**config.mk**
```make
export PLATFORM = sky130hd
export DESIGN_NAME = bcd_clock_up_down_counter
export DESIGN_NICKNAME = d
export VERILOG_FILES = /design/src/hw/rtl/bcdc_pkg.sv /design/src/hw/rtl/bcd_clock_up_down_counter.sv
export VERILOG_INCLUDE_DIRS = /design/src /design/src/hw/rtl
export SDC_FILE = /design/constraint.sdc
export NUM_CORES = 1
export LEC_CHECK = 0
export BUFFER_PORTS_ARGS = -buffer_cell sky130_fd_sc_hd__buf_4
export CORE_MARGIN = 2
export CORE_UTILIZATION = 35
export DETAILED_ROUTE_END_ITERATION = 10
export GPL_ROUTABILITY_DRIVEN = 1
export SKIP_CTS_REPAIR_TIMING = 1
export SLEW_MARGIN = 10
export SYNTH_ARGS = -nofsm -noshare
export SYNTH_HDL_FRONTEND = slang
export SYNTH_SLANG_ARGS = --single-unit
```
**constraint.sdc**
```tcl
create_clock -name clk -period 6.6 [get_ports clk]
set_input_delay 0.33 -clock clk [delete_from_list [all_inputs] [get_ports clk]]
set_output_delay 0.33 -clock clk [all_outputs]
set_load 0.02 [all_outputs]
```
**src/hw/rtl/bcd_clock_up_down_counter_defines.svh**
```systemverilog
// Assertion macros for the BCD clock counter.
// Define ASSERT_OFF to compile them out; no other dependencies.
`ifndef BCD_CLOCK_UP_DOWN_COUNTER_DEFINES_SVH
`define BCD_CLOCK_UP_DOWN_COUNTER_DEFINES_SVH

`ifndef ASSERT_OFF

`define BCDC_ASSERT_IMPLY(label, clk, rst_n, ante, cons) \
    label: assert property (@(posedge clk) disable iff (!rst_n) (ante) |-> (cons)) \
        else $error("assertion failed");

`define BCDC_ASSERT_NEXT(label, clk, rst_n, ante, cons) \
    label: assert property (@(posedge clk) disable iff (!rst_n) (ante) |=> (cons)) \
        else $error("assertion failed");

`else

`define BCDC_ASSERT_IMPLY(label, clk, rst_n, ante, cons)

`define BCDC_ASSERT_NEXT(label, clk, rst_n, ante, cons)

`endif

`endif

```
**src/hw/rtl/bcdc_pkg.sv**
```systemverilog
// Types and constants of the BCD clock counter: event codes, adjust targets,
// digit limits and the packed clock state. No dependencies.
package bcdc_pkg;

    typedef enum logic [2:0] {
        OP_TICK     = 3'd0,
        OP_CLEAR    = 3'd1,
        OP_PAUSE    = 3'd2,
        OP_RESUME   = 3'd3,
        OP_TOGGLE   = 3'd4,
        OP_EXIT_ADJ = 3'd5,
        OP_ADJ_UP   = 3'd6,
        OP_ADJ_DOWN = 3'd7
    } op_t;

    typedef enum logic [1:0] {
        UNIT_SEC  = 2'd0,
        UNIT_MIN  = 2'd1,
        UNIT_HOUR = 2'd2
    } unit_t;

    localparam logic [3:0] ONES_MAX       = 4'd9;
    localparam logic [2:0] TENS_MAX       = 3'd5;
    localparam logic [1:0] HOUR_TENS_MAX  = 2'd2;
    localparam logic [3:0] HOUR_ONES_LAST = 4'd3;

    // Packed so that the seconds units digit sits in the lowest bits.
    typedef struct packed {
        logic       alarm;
        logic       adjusting;
        logic       running;
        logic       down_dir;
        logic [1:0] hour_tens;
        logic [3:0] hour_ones;
        logic [2:0] min_tens;
        logic [3:0] min_ones;
        logic [2:0] sec_tens;
        logic [3:0] sec_ones;
    } clk_state_t;

    localparam clk_state_t CLOCK_RESET = '{
        alarm:     1'b0,
        adjusting: 1'b0,
        running:   1'b1,
        down_dir:  1'b0,
        hour_tens: 2'd0,
        hour_ones: 4'd0,
        min_tens:  3'd0,
        min_ones:  4'd0,
        sec_tens:  3'd0,
        sec_ones:  4'd0
    };

endpackage

```
**src/hw/rtl/bcd_clock_up_down_counter.sv**
```systemverilog
// BCD HH:MM:SS clock counter with up/down counting and digit adjust.
// Depends on bcdc_pkg and bcd_clock_up_down_counter_defines.svh.
//
// Each input item is one event (op in tdata[2:0], adjust target in tdata[4:3])
// and yields exactly one result item: the six time digits and the four mode
// flags after that event. The event is applied to the state register in the
// cycle it is accepted and the result lands in a single output register, so
// one item is taken per clock while results drain, and a result appears in
// the cycle after its item. A new item is accepted whenever the output
// register is empty or is being drained in the same cycle. Reset clears the
// time to 00:00:00, counting up and running, with adjust mode and the alarm off.
`include "bcd_clock_up_down_counter_defines.svh"

module bcd_clock_up_down_counter
    import bcdc_pkg::*;
(
    input  logic        clk,
    input  logic        rst_n,
    input  logic        s_axis_tvalid,
    output logic        s_axis_tready,
    input  logic [7:0]  s_axis_tdata,   // op[2:0], unit[4:3], zero[7:5]
    output logic        m_axis_tvalid,
    input  logic        m_axis_tready,
    output logic [23:0] m_axis_tdata    // sec_ones[3:0], sec_tens[6:4], min_ones[10:7],
                                        // min_tens[13:11], hour_ones[17:14],
                                        // hour_tens[19:18], down_dir[20],
                                        // running[21], adjusting[22], alarm[23]
);

    clk_state_t state_reg;
    clk_state_t state_next;
    clk_state_t out_reg;
    logic       out_valid_reg;
    logic       out_valid_next;
    clk_state_t up_cnt;
    clk_state_t down_cnt;
    clk_state_t adj_st;
    op_t        op;
    unit_t      unit;
    logic       s_fire;
    logic       m_fire;

    assign op            = op_t'(s_axis_tdata[2:0]);
    assign unit          = unit_t'(s_axis_tdata[4:3]);
    assign s_axis_tready = !out_valid_reg || m_axis_tready;
    assign s_fire        = s_axis_tvalid && s_axis_tready;
    assign m_fire        = out_valid_reg && m_axis_tready;
    assign m_axis_tvalid = out_valid_reg;
    assign m_axis_tdata  = out_reg;

    // Count up: ripple through the digits, wrap past 23:59:59.
    always_comb
    begin
        up_cnt = state_reg;
        if (state_reg.sec_ones < ONES_MAX)
        begin
            up_cnt.sec_ones = state_reg.sec_ones + 4'd1;
        end
        else
        begin
            up_cnt.sec_ones = '0;
            if (state_reg.sec_tens < TENS_MAX)
            begin
                up_cnt.sec_tens = state_reg.sec_tens + 3'd1;
            end
            else
            begin
                up_cnt.sec_tens = '0;
                if (state_reg.min_ones < ONES_MAX)
                begin
                    up_cnt.min_ones = state_reg.min_ones + 4'd1;
                end
                else
                begin
                    up_cnt.min_ones = '0;
                    if (state_reg.min_tens < TENS_MAX)
                    begin
                        up_cnt.min_tens = state_reg.min_tens + 3'd1;
                    end
                    else
                    begin
                        up_cnt.min_tens = '0;
                        if (state_reg.hour_tens >= HOUR_TENS_MAX &&
                            state_reg.hour_ones >= HOUR_ONES_LAST)
                        begin
                            up_cnt.hour_ones = '0;
                            up_cnt.hour_tens = '0;
                        end
                        else if (state_reg.hour_ones < ONES_MAX)
                        begin
                            up_cnt.hour_ones = state_reg.hour_ones + 4'd1;
                        end
                        else
                        begin
                            up_cnt.hour_ones = '0;
                            up_cnt.hour_tens = (state_reg.hour_tens >= HOUR_TENS_MAX) ?
                                               2'd0 : state_reg.hour_tens + 2'd1;
                        end
                    end
                end
            end
        end
    end

    // Count down: borrow from the lowest nonzero digit, stop at zero and raise alarm.
    always_comb
    begin
        down_cnt = state_reg;
        if (state_reg.sec_ones != '0)
        begin
            down_cnt.sec_ones = state_reg.sec_ones - 4'd1;
        end
        else if (state_reg.sec_tens != '0)
        begin
            down_cnt.sec_tens = state_reg.sec_tens - 3'd1;
            down_cnt.sec_ones = ONES_MAX;
        end
        else if (state_reg.min_ones != '0)
        begin
            down_cnt.min_ones = state_reg.min_ones - 4'd1;
            down_cnt.sec_ones = ONES_MAX;
            down_cnt.sec_tens = TENS_MAX;
        end
        else if (state_reg.min_tens != '0)
        begin
            down_cnt.min_tens = state_reg.min_tens - 3'd1;
            down_cnt.sec_ones = ONES_MAX;
            down_cnt.sec_tens = TENS_MAX;
            down_cnt.min_ones = ONES_MAX;
        end
        else if (state_reg.hour_ones != '0)
        begin
            down_cnt.hour_ones = state_reg.hour_ones - 4'd1;
            down_cnt.sec_ones  = ONES_MAX;
            down_cnt.sec_tens  = TENS_MAX;
            down_cnt.min_ones  = ONES_MAX;
            down_cnt.min_tens  = TENS_MAX;
        end
        else if (state_reg.hour_tens != '0)
        begin
            down_cnt.hour_tens = state_reg.hour_tens - 2'd1;
            down_cnt.sec_ones  = ONES_MAX;
            down_cnt.sec_tens  = TENS_MAX;
            down_cnt.min_ones  = ONES_MAX;
            down_cnt.min_tens  = TENS_MAX;
            down_cnt.hour_ones = ONES_MAX;
        end
        else
        begin
            down_cnt.alarm = 1'b1;
        end
    end

    // Adjust: step up with carry into a wrapping tens digit, step down saturating.
    always_comb
    begin
        adj_st = state_reg;
        case (unit)
            UNIT_SEC:
            begin
                if (op == OP_ADJ_UP)
                begin
                    if (state_reg.sec_ones >= ONES_MAX)
                    begin
                        adj_st.sec_ones = '0;
                        adj_st.sec_tens = (state_reg.sec_tens >= TENS_MAX) ?
                                          3'd0 : state_reg.sec_tens + 3'd1;
                    end
                    else
                    begin
                        adj_st.sec_ones = state_reg.sec_ones + 4'd1;
                    end
                end
                else if (state_reg.sec_ones != '0)
                begin
                    adj_st.sec_ones = state_reg.sec_ones - 4'd1;
                end
            end
            UNIT_MIN:
            begin
                if (op == OP_ADJ_UP)
                begin
                    if (state_reg.min_ones >= ONES_MAX)
                    begin
                        adj_st.min_ones = '0;
                        adj_st.min_tens = (state_reg.min_tens >= TENS_MAX) ?
                                          3'd0 : state_reg.min_tens + 3'd1;
                    end
                    else
                    begin
                        adj_st.min_ones = state_reg.min_ones + 4'd1;
                    end
                end
                else if (state_reg.min_ones != '0)
                begin
                    adj_st.min_ones = state_reg.min_ones - 4'd1;
                end
            end
            UNIT_HOUR:
            begin
                if (op == OP_ADJ_UP)
                begin
                    if (state_reg.hour_ones >= ONES_MAX)
                    begin
                        adj_st.hour_ones = '0;
                        adj_st.hour_tens = (state_reg.hour_tens >= HOUR_TENS_MAX) ?
                                           2'd0 : state_reg.hour_tens + 2'd1;
                    end
                    else
                    begin
                        adj_st.hour_ones = state_reg.hour_ones + 4'd1;
                    end
                end
                else if (state_reg.hour_ones != '0)
                begin
                    adj_st.hour_ones = state_reg.hour_ones - 4'd1;
                end
            end
            default:
            begin
                adj_st = state_reg;
            end
        endcase
    end

    always_comb
    begin
        state_next = state_reg;
        unique case (op)
            OP_TICK:
            begin
                if (state_reg.running)
                begin
                    state_next = state_reg.down_dir ? down_cnt : up_cnt;
                end
            end
            OP_CLEAR:
            begin
                state_next.sec_ones  = '0;
                state_next.sec_tens  = '0;
                state_next.min_ones  = '0;
                state_next.min_tens  = '0;
                state_next.hour_ones = '0;
                state_next.hour_tens = '0;
            end
            OP_PAUSE:
            begin
                state_next.running = 1'b0;
            end
            OP_RESUME:
            begin
                state_next.running = 1'b1;
            end
            OP_TOGGLE:
            begin
                state_next.running   = 1'b0;
                state_next.down_dir  = !state_reg.down_dir;
                state_next.adjusting = 1'b1;
            end
            OP_EXIT_ADJ:
            begin
                state_next.adjusting = 1'b0;
            end
            OP_ADJ_UP, OP_ADJ_DOWN:
            begin
                if (state_reg.adjusting)
                begin
                    state_next = adj_st;
                end
            end
            default:
            begin
                state_next = state_reg;
            end
        endcase
    end

    always_comb
    begin
        out_valid_next = out_valid_reg;
        if (s_fire)
        begin
            out_valid_next = 1'b1;
        end
        else if (m_fire)
        begin
            out_valid_next = 1'b0;
        end
    end

    always_ff @(posedge clk or negedge rst_n)
    begin
        if (!rst_n)
        begin
            state_reg     <= CLOCK_RESET;
            out_valid_reg <= 1'b0;
        end
        else
        begin
            if (s_fire)
            begin
                state_reg <= state_next;
            end
            out_valid_reg <= out_valid_next;
        end
    end

    always_ff @(posedge clk)
    begin
        if (s_fire)
        begin
            out_reg <= state_next;
        end
    end

    `BCDC_ASSERT_NEXT(a_alarm_sticky, clk, rst_n, state_reg.alarm, state_reg.alarm)
    `BCDC_ASSERT_IMPLY(a_digits_range, clk, rst_n, 1'b1,
        state_reg.sec_ones <= ONES_MAX && state_reg.sec_tens <= TENS_MAX &&
        state_reg.min_ones <= ONES_MAX && state_reg.min_tens <= TENS_MAX &&
        state_reg.hour_ones <= ONES_MAX && state_reg.hour_tens <= HOUR_TENS_MAX)
    `BCDC_ASSERT_NEXT(a_toggle_enters_adjust, clk, rst_n, s_fire && op == OP_TOGGLE,
        out_reg.adjusting && !out_reg.running && out_valid_reg)
    `BCDC_ASSERT_IMPLY(a_no_accept_when_full, clk, rst_n,
        out_valid_reg && !m_axis_tready, !s_axis_tready)
    `BCDC_ASSERT_NEXT(a_result_is_state, clk, rst_n, s_fire, out_reg == state_reg)

endmodule
```
== Yosys cells after proc, flatten, opt, wreduce, memory -nomap -nowiden ==
Cells that the tools add are included.

* Register bits after elaboration: 49
* Bits of input ports: 12

* $add $sub $neg: 12
* $lt $le $gt $ge: 12
* Equal/unequal tests: 9
* Muxes and demuxes: 66
* Reductions and logical operators: 17

{| class="wikitable"
|+ Operators with widths
! cell !! number
|-
| $mux W18 || 5
|-
| $pmux W20 S3 || 1
|-
| $mux W14 || 4
|-
| $mux W4 || 13
|-
| $mux W24 || 2
|-
| $mux W16 || 2
|-
| $mux W13 || 2
|-
| $mux W3 || 8
|-
| $mux W6 || 4
|-
| $mux W23 || 1
|-
| $mux W7 || 3
|-
| $mux W20 || 1
|-
| $mux W9 || 2
|-
| $add A4 B1 Y4 const B || 3
|-
| $eq A3 B3 Y1 const B || 4
|-
| $ge A4 B4 Y1 const B || 3
|-
| $lt A4 B4 Y1 const B || 3
|-
| $reduce_bool A4 Y1 || 3
|-
| $sub A4 B1 Y4 const B || 3
|-
| $mux W11 || 1
|-
| $mux W2 || 5
|-
| $mux W1 || 8
|-
| $pmux W1 S4 || 2
|-
| $add A3 B1 Y3 const B || 2
|-
| other kinds (21) || 31
|}

== Longest topological paths before layout ==
Gate-level depths: netlist of run 1.

* Depth in word-level cells: 17
* Depth in mapped cells: 11

== Worst setup path before layout of run 1 ==
Ideal clock, no wire load.

* Path kind: reg2reg
* Start point: register state_reg[7] (netlist bit)
* End point: register out_reg (netlist bit m_axis_tdata[18]), data pin
* Arrival time: 2.318 ns
* Slack: 4.021 ns
* Cell stages (with the launch flop): 11
* Period minus slack after synthesis: 2.579 ns
* Cell sequence: dfrtp_1 clkbuf_1 inv_1 ha_1 nor2b_1 or3_1 buf_2 o31ai_1 a221o_1 a211oi_1 a311o_1

{| class="wikitable"
|+ RTL lines
! item !! RTL line !! RTL
|-
| start: declaration || bcd_clock_up_down_counter.sv:30 || <nowiki>clk_state_t state_reg;</nowiki>
|-
| start signal: assignment || bcd_clock_up_down_counter.sv:302 || <nowiki>state_reg <= state_next;</nowiki>
|-
| end signal: assignment || bcd_clock_up_down_counter.sv:312 || <nowiki>out_reg <= state_next;</nowiki>
|-
| end: declaration || bcd_clock_up_down_counter.sv:32 || <nowiki>clk_state_t out_reg;</nowiki>
|}

==> results of run 1 <==
## final timing paths
| kind | end | startpoint | slack, ns | cells past startpoint |
|---|---|---|---|---|
| setup / recovery | m_axis_tdata[14] | state_reg[0] | 3.20 | 8 |
| hold / removal | m_axis_tvalid | s_axis_tvalid | 0.23 | 2 |
| setup reg to reg | m_axis_tdata[14] | state_reg[0] | 3.20 | 8 |
| hold reg to reg | adj_st[23] | adj_st[23] | 0.53 | 2 |
| max in group asynchronous | adj_st[21] | rst_n | 5.78 | 2 |
| min in group asynchronous | state_reg[14] | rst_n | 0.49 | 2 |
## critical path, cell delays in order (launching register included)
cell and delay, ns:
dfrtp_1 0.52, inv_1 0.19, ha_1 0.34, nor3b_2 0.65
nand4_1 0.52, o21ai_1 0.38, nand2_1 0.16, o22ai_1 0.23
o221ai_1 0.15
## report_power, final
group / switching, W / leakage [nW] / total [W] / internal [W]
Sequential: 0.0000828 / 0.549 / 0.000451 / 0.000368
Clock: 0.000118 / 0.0808 / 0.000296 / 0.000179
Combinational: 0.000319 / 1.21 / 0.000511 / 0.000192
Total: 0.000519 / 1.84 / 0.00126 / 0.000739
## cells by family (layout without fill, tap and decap cells)
group	after synthesis	in the layout	synth area share (%)
simple gates	198	198	23.2
buf+inv	78	74	7.12
flops	49	49	30.3
xor+xnor	4	4	0.788
mux	9	9	2.17
compound gates	200	200	31.6
fa+ha+maj	17	17	4.78
## area by class of cell
type                       count  area (um2)  area share [%]
multi-input combinational    428        2790            56.7
sequential                    49        1350            27.4
timing repair buffer          40         303            6.16
tap                          172         215            4.38
clock buffer                   6         129            2.62
inverter                      26        97.6            1.99
clock inverter                 2        35.0           0.713
## cells in the final DEF, fill, tap and decap left out, types with 4 or more instances in the layout
cell       Yosys  final
a32oi_1        5      5
a31oi_1       12     12
nand3b_1       4      4
nor2_1        34     34
o211ai_1       9      9
or3_1          5      5
mux2i_1        4      4
o21a_1         4      4
nor3_1        25     24
o22ai_1        6      6
a221o_1        4      4
o41ai_1        6      6
nor4_1         6      6
and3b_1        4      4
a21o_1         5      5
o21ai_1       13     13
a21oi_1       37     37
nor2b_1       12     12
nand2b_1      13     13
nand3_1       15     15
nand4_1        4      4
dfrtp_1       24     24
a211oi_1      10     10
o21ai_0       28     28
buf_4          1     39
o221ai_1       5      5
nor3b_1        4      4
clkbuf_16      0      5
edfxtp_1      24     24
ha_1          17     17
nand2_1       50     50
a311oi_1       4      4
o31ai_1        9      9
mux2_2         5      5
inv_1         24     24
## metal layers
layer	track usage [%]	vias up	routed length [um]	part of all wire [%]
met5	0	-	0	0
met4	10.3	0	484	3.4
met3	3.11	40	1060	7.4
met2	32.6	201	6290	44
met1	30.6	2179	6360	45
li1	-	2085	-	-
## stage by stage
| stage | hold WS (ns) | std cells | area [um2] |
|---|---|---|---|
| after detailed placement | 0.288 | 714 | 4740 |
| final | 0.232 | 723 | 4910 |
| after global placement | 0.288 | 714 | 4740 |
| after floorplan | 0.0344 | 555 | 4450 |
| after global routing | 0.235 | 723 | 4910 |
| after CTS | -0.0364 | 722 | 4900 |
==> impl_metrics.csv, run 1 <==
group,metric,value,unit
placement,dp_hpwl,9820,um
detailed_routing,vias,4505,
logic_synthesis,synthTopCellsByArea,"edfxtp_1, dfrtp_1, ha_1",
pwr,p_total,0.00126,W
clock_network,cts_tree,"yes",
timing,max-slew-margin-rel,50.2,%
clock_network,cts_root_buf,"clkbuf_16",
die,ioPinCount,38,
timing,tightest_slew,0.745,ns
timing,setup_viol,0,
critical_path,worstSetupEndpointType,"flop",
clock_network,cts_made_buffers,5,
timing,finalCritPeriodShare,51.5,%
die,dieArea,0.0136,mm2
run_status,outcome,"finished clean",
detailed_routing,route.detailed.drc,0,
timing,rsz0062_at_grt,"false",
timing,final-hold-violation-count,0,
detailed_routing,ant_nets,0,
pwr,power.leakage,1.84,nW
logic_synthesis,yosys.area.top_type_share,16.2,%
critical_path,critical_path.max_fanout,12,
logic_synthesis,ys_ff_latch,49,
clock_network,h-tree-depth,2,
critical_path,critPathKind,"flop to flop",
grt,track_usage,21.7,%
layout,largest_register_ffs,24,
layout,utilization,39.3,%
detailed_routing,routed_via_density,6.23,
logic_synthesis,synth_common_cells,"nand2_1, a21oi_1, clkbuf_1, nor2_1, o21ai_0",
layout,drive_gt1_share,12.3,%
die,die_w,117,um
grt,grt_pass1_wl,22800,um
logic_synthesis,synth_nets,584,
detailed_routing,dr.first_iter.drc_count,479,
layout,nFillCells,1325,
critical_path,worst_ep_required_time,6.62,ns
run,cap_violations,0,
clock_network,cts_buffer_depth,2,
clock_network,clkSinkCount,49,
placement,io_buffers,34,
timing,layout_setup_ws,3.20,ns
logic_synthesis,synth.most_common_cell,"nand2_1",
die,dieHeight,117,um
layout,syn_to_final_growth,10.5,%
detailed_routing,totalWireLength,14200,um
grt,antenna_found_initial,0,
grt,grt_pass1_vias,4146,
logic_synthesis,ys_warn_count,0,
layout,antennaDiodeCount,0,
pwr,power_density,256,mW/mm2
logic_synthesis,syn_area,0.00445,mm2
clock_network,clkTransAtPathRegs,0.07,ns
timing,max_freq,294,MHz
logic_synthesis,synth_cell_type_count,78,
detailed_routing,firstDrtPassIters,6,
logic_synthesis,synth-main-ff-cell,"edfxtp_1",
critical_path,critPathLaunchType,"flop",
timing,tns,0,ns
timing,drv_slew,0,
logic_synthesis,synthCells,555,
logic_synthesis,yosysSeqAreaShare,30.3,%
die,core_area,0.0125,mm2
logic_synthesis,synth_edf_count,24,
logic_synthesis,yosysTopAreaCell,"edfxtp_1",
clock_network,clock_latency,0.30,ns
timing,skew,0.00767,ns
grt,grt_max_degree,39,
grt,globalRouteOverflowTotal,0,
logic_synthesis,syn_avg_cell_area,8.01,um2
worst_hold_path,hold_path.class,"input pin to flop",
layout,nets,579,
logic_synthesis,async_flop_share,51.0,%
die,std_cell_rows,41,
die,start_util,35.5,%
placement,pre_cts_ws,3.26,ns
detailed_routing,detail_route.wl_per_cell,19.6,um
critical_path,arrival,3.42,ns
pwr,ir_worst_vdd,0.000124,V
placement,place_congestion,0.914,
timing,layout_min_cycle_time,3.40,ns
Note: power is estimated with default switching activity, not from simulation.
==> run 2: changes to the inputs <==
Clock period 6.6 ns to 3 ns, I/O delays scaled along.
==> run 2 against run 1 <==
Combinational power grew 150%; count of clock-buffer cells in the layout fell by 1; global-route usage rose by 0.91 points; fmax grew 25%; sequential power rose by 110%; first-iteration DRC count down 12%; total power increased by 120%; non-clock buffer count grew 23; critical path depth unchanged.
==> impl_metrics.csv, run 2 (synthesis results as in run 1) <==
group,metric,value,unit
die,std_cell_rows,41,
clock_network,clock_latency,0.31,ns
die,dieHeight,117,um
critical_path,critical_path.max_fanout,9,
clock_network,clkTransAtPathRegs,0.07,ns
die,ioPinCount,38,
die,core_area,0.0125,mm2
critical_path,worstSetupEndpointType,"flop",
clock_network,cts_made_buffers,5,
worst_hold_path,hold_path.class,"input pin to flop",
layout,syn_to_final_growth,14.0,%
grt,track_usage,22.6,%
timing,max-slew-margin-rel,52.5,%
detailed_routing,dr.first_iter.drc_count,421,
timing,rsz0062_at_grt,"false",
critical_path,critPathKind,"flop to flop",
critical_path,reg2reg_to,"state_reg[8]",
timing,layout_min_cycle_time,2.72,ns
critical_path,r2r_slack,0.28,ns
pwr,ir_worst_vdd,0.000232,V
clock_network,cts_root_buf,"clkbuf_16",
layout,drive_gt1_share,15.9,%
layout,antennaDiodeCount,0,
timing,tightest_slew,0.711,ns
die,dieArea,0.0136,mm2
critical_path,critPathLaunchType,"flop",
placement,io_buffers,34,
layout,final_common_cell,"buf_4",
timing,tns,0,ns
pwr,p_total,0.00281,W
placement,dp_hpwl,10600,um
pwr,power.leakage,1.94,nW
grt,globalRouteOverflowTotal,0,
layout,final_cell_mix,"buf_4, nand2_1, a21oi_1, nor2_1, o21ai_0",
die,start_util,35.5,%
detailed_routing,route.detailed.drc,0,
clock_network,h-tree-depth,2,
run,cap_violations,0,
detailed_routing,detail_route.wl_per_cell,19.7,um
grt,antenna_found_initial,0,
timing,final-hold-violation-count,0,
grt,grt_max_degree,26,
timing,skew,0.00657,ns
critical_path,crit_slowest_cell,"dfrtp_1",
layout,nets,602,
detailed_routing,routed_via_density,6.07,
grt,grt_pass1_wl,23700,um
critical_path,endpoint,"state_reg[8]",
placement,place_congestion,0.986,
critical_path,r2r_start,"state_reg[1]",
detailed_routing,totalWireLength,14700,um
clock_network,cts_buffer_depth,2,
critical_path,arrival,2.91,ns
timing,drv_slew,0,
clock_network,cts_tree,"yes",
clock_network,clkSinkCount,49,
grt,grt_pass1_vias,4329,
critical_path,crit_start,"state_reg[1]",
layout,largest_register_ffs,24,
pwr,power_density,554,mW/mm2
critical_path,worst-r2r-cell-count,8,
die,die_w,117,um
timing,finalCritPeriodShare,90.5,%
run_status,outcome,"finished clean",
detailed_routing,ant_nets,0,
detailed_routing,vias,4526,
critical_path,path_cells,"inv_1, ha_1, nand2b_1, nand3_1, a21o_1, a211oi_1, o221ai_1, mux2_2",
timing,setup_viol,0,
critical_path,worst_ep_required_time,3.20,ns
critical_path,max_stage_delay,0.52,ns
detailed_routing,firstDrtPassIters,5,
timing,max_freq,368,MHz
[run 2: cell type report]
class | instances | area (um2)
timing repair buffer | 63 | 475
inverter | 26 | 97.6
fill | 1305 | 7450
multi-input combinational | 428 | 2780
tap | 172 | 215
clock inverter | 3 | 25.0
sequential | 49 | 1350
clock buffer | 5 | 125
[run 2: worst max-delay path, delay by kind of cell (launching register included)]
kind / cells / cell delay (ns)
buffers and inverters: 1 / 0.15
AND/OR/NAND/NOR: 2 / 0.61
multiplexers: 1 / 0.30
AO/OA/AOI/OAI: 3 / 0.74
flip-flops: 1 / 0.52
adder cells (fa/ha/maj): 1 / 0.30
[run 2: layer usage]
| layer | GRT usage (%) | vias to the layer above | routed length (um) |
|---|---|---|---|
| met4 | 8.94 | 0 | 429 |
| met5 | 0 | - | 0 |
| met3 | 3.22 | 35 | 893 |
| met2 | 35.4 | 192 | 6700 |
| met1 | 31.5 | 2173 | 6690 |
| li1 | - | 2126 | - |
[run 2: worst min-delay path by stage]
stage | startpoint | end | cells past startpoint
floorplan | rst_n | adj_st[20] | 0
global placement | rst_n | state_reg[14] | 1
detailed placement | rst_n | state_reg[15] | 1
CTS | rst_n | state_reg[10] | 1
global route | s_axis_tvalid | m_axis_tvalid | 2
finish | s_axis_tvalid | m_axis_tvalid | 2
[run 2: where the power goes]
part | switching [W] | internal (W) | total, W
registers | 0.000136 | 0.000810 | 0.000946
clock network | 0.000289 | 0.000316 | 0.000605
logic | 0.000771 | 0.000487 | 0.00126
total | 0.00120 | 0.00161 | 0.00281
[run 2: through the flow]
stage          instance area (um2)  std cells  util (%)  worst slack [ns]  hold slack, ns
6_report                      5070        746      40.5             0.285          0.0385
5_1_grt                       5070        746      40.5             0.105          0.0439
4_1_cts                       5060        745      40.4             0.363          -0.220
3_5_place_dp                  4910        737      39.2             0.414           0.117
3_3_place_gp                  4910        737      39.2             0.422           0.112
2_1_floorplan                 4450        555         -             0.421          -0.146
==> run 3: changes to the inputs <==
Settings changed: CORE_MARGIN 2 to default, CTS_CLUSTER_SIZE from default to 16.
==> run 3 against run 2 <==
Combinational power about the same; via count increased by 0.66%; worst setup slack lost 0.041 ns; non-clock buffer count up 1; die area fell by 3.4%; first-iteration DRC count rose by 11%; global-route usage increased by 0.38 points.
==> impl_metrics.csv, run 3 (synthesis results as in run 1) <==
group,metric,value,unit
run_status,outcome,"finished clean",
timing,skew,0.0101,ns
clock_network,h-tree-depth,2,
detailed_routing,vias,4556,
layout,drive_gt1_share,16.0,%
grt,globalRouteOverflowTotal,0,
critical_path,worst-r2r-cell-count,9,
timing,layout_min_cycle_time,2.76,ns
timing,holdWs,0.0342,ns
detailed_routing,route.detailed.drc,0,
placement,dp_hpwl,10700,um
layout,utilization,41.5,%
die,dieHeight,115,um
layout,final_common_cell,"buf_4",
layout,final_cell_mix,"buf_4, nand2_1, a21oi_1, nor2_1, o21ai_0",
worst_hold_path,hold_depth,2,
timing,tightest_slew,0.642,ns
layout,antennaDiodeCount,0,
layout,nets,603,
placement,place_congestion,0.950,
timing,max-slew-margin-rel,57.2,%
critical_path,critical_path.max_fanout,9,
run,cap_violations,0,
detailed_routing,totalWireLength,14800,um
grt,track_usage,23.0,%
pwr,power.leakage,1.95,nW
layout,syn_to_final_growth,14.1,%
clock_network,cts_buffer_depth,2,
grt,grt_pass1_vias,4210,
grt,antenna_found_initial,0,
timing,layout_setup_ws,0.244,ns
timing,drv_slew,0,
timing,rsz0062_at_grt,"false",
clock_network,clock_latency,0.31,ns
worst_hold_path,hold_path.class,"input pin to flop",
die,start_util,36.4,%
detailed_routing,firstDrtPassIters,5,
timing,final-hold-violation-count,0,
grt,grt_pass1_wl,23000,um
die,std_cell_rows,40,
detailed_routing,dr.first_iter.drc_count,469,
die,dieArea,0.0132,mm2
clock_network,clkTransAtPathRegs,0.07,ns
critical_path,arrival,2.98,ns
die,ioPinCount,38,
clock_network,cts_root_buf,"clkbuf_16",
critical_path,worstSetupEndpointType,"flop",
critical_path,critPathKind,"flop to flop",
timing,setup_viol,0,
clock_network,cts_tree,"yes",
clock_network,clkSinkCount,49,
die,die_w,115,um
detailed_routing,ant_nets,0,
layout,largest_register_ffs,24,
placement,io_buffers,34,
detailed_routing,routed_via_density,6.13,
pwr,ir_worst_vdd,0.000252,V
grt,grt_max_degree,26,
clock_network,cts_made_buffers,5,
pwr,power_density,555,mW/mm2
timing,finalCritPeriodShare,91.9,%
die,core_area,0.0122,mm2
placement,pre_cts_ws,0.299,ns
critical_path,critPathLaunchType,"flop",
critical_path,worst_ep_required_time,3.22,ns
pwr,p_total,0.00281,W
detailed_routing,detail_route.wl_per_cell,19.9,um
timing,tns,0,ns
timing,max_freq,363,MHz
==> run 3: cell count changes in the layout (fill, tap and decap cells not counted), sizes merged <==
cell      before  now
clkbuf         5    6
inv           28   26
clkinv         0    2
buf           62   63
clkinvlp       1    0
==> run 3: cell type report <==
class | instances | area [um2]
Multi-Input combinational cell | 428 | 2780
Sequential cell | 49 | 1350
Fill cell | 1314 | 7140
Tap cell | 168 | 210
Inverter | 26 | 97.6
Clock inverter | 2 | 13.8
Clock buffer | 6 | 139
Timing Repair Buffer | 64 | 483
==> run 3: power breakdown <==
part	switching [W]	internal (W)	leakage, nW
clock network	0.000272	0.000333	0.0768
registers	0.000115	0.000811	0.549
logic	0.000792	0.000492	1.33
total	0.00118	0.00164	1.95
==> run 3: critical path, stage by stage, from the launching register on <==
cell,delay [ns]
dfrtp_1,0.49
inv_1,0.17
ha_1,0.34
nor3b_2,0.34
nand2_1,0.21
buf_4,0.21
or4_1,0.40
a21oi_1,0.18
a311oi_1,0.09
o211ai_1,0.23
==> run 3: per-layer routing <==
metal	track usage (%)	up-vias	wire [um]
li1	-	2133	-
met1	30.9	2208	6520
met2	36.8	186	6900
met3	3.76	29	1050
met4	9.35	0	344
met5	0	-	0
==> run 3: final timing paths <==
check	slack [ns]	from	end
min	0.03	s_axis_tvalid	m_axis_tvalid
max reg2reg	0.24	state_reg[1]	state_reg[12]
max	0.24	state_reg[1]	state_reg[12]
min reg2reg	0.54	adj_st[23]	adj_st[23]
max in group asynchronous	2.34	rst_n	adj_st[21]
min in group asynchronous	0.33	rst_n	state_reg[11]
==> run 3: per-stage QoR <==
| stage | instance area [um2] | instances |
|---|---|---|
| global placement | 4910 | 734 |
| floorplan | 4450 | 555 |
| detailed placement | 4910 | 734 |
| global route | 5070 | 743 |
| CTS | 5060 | 742 |
| finish | 5070 | 743 |
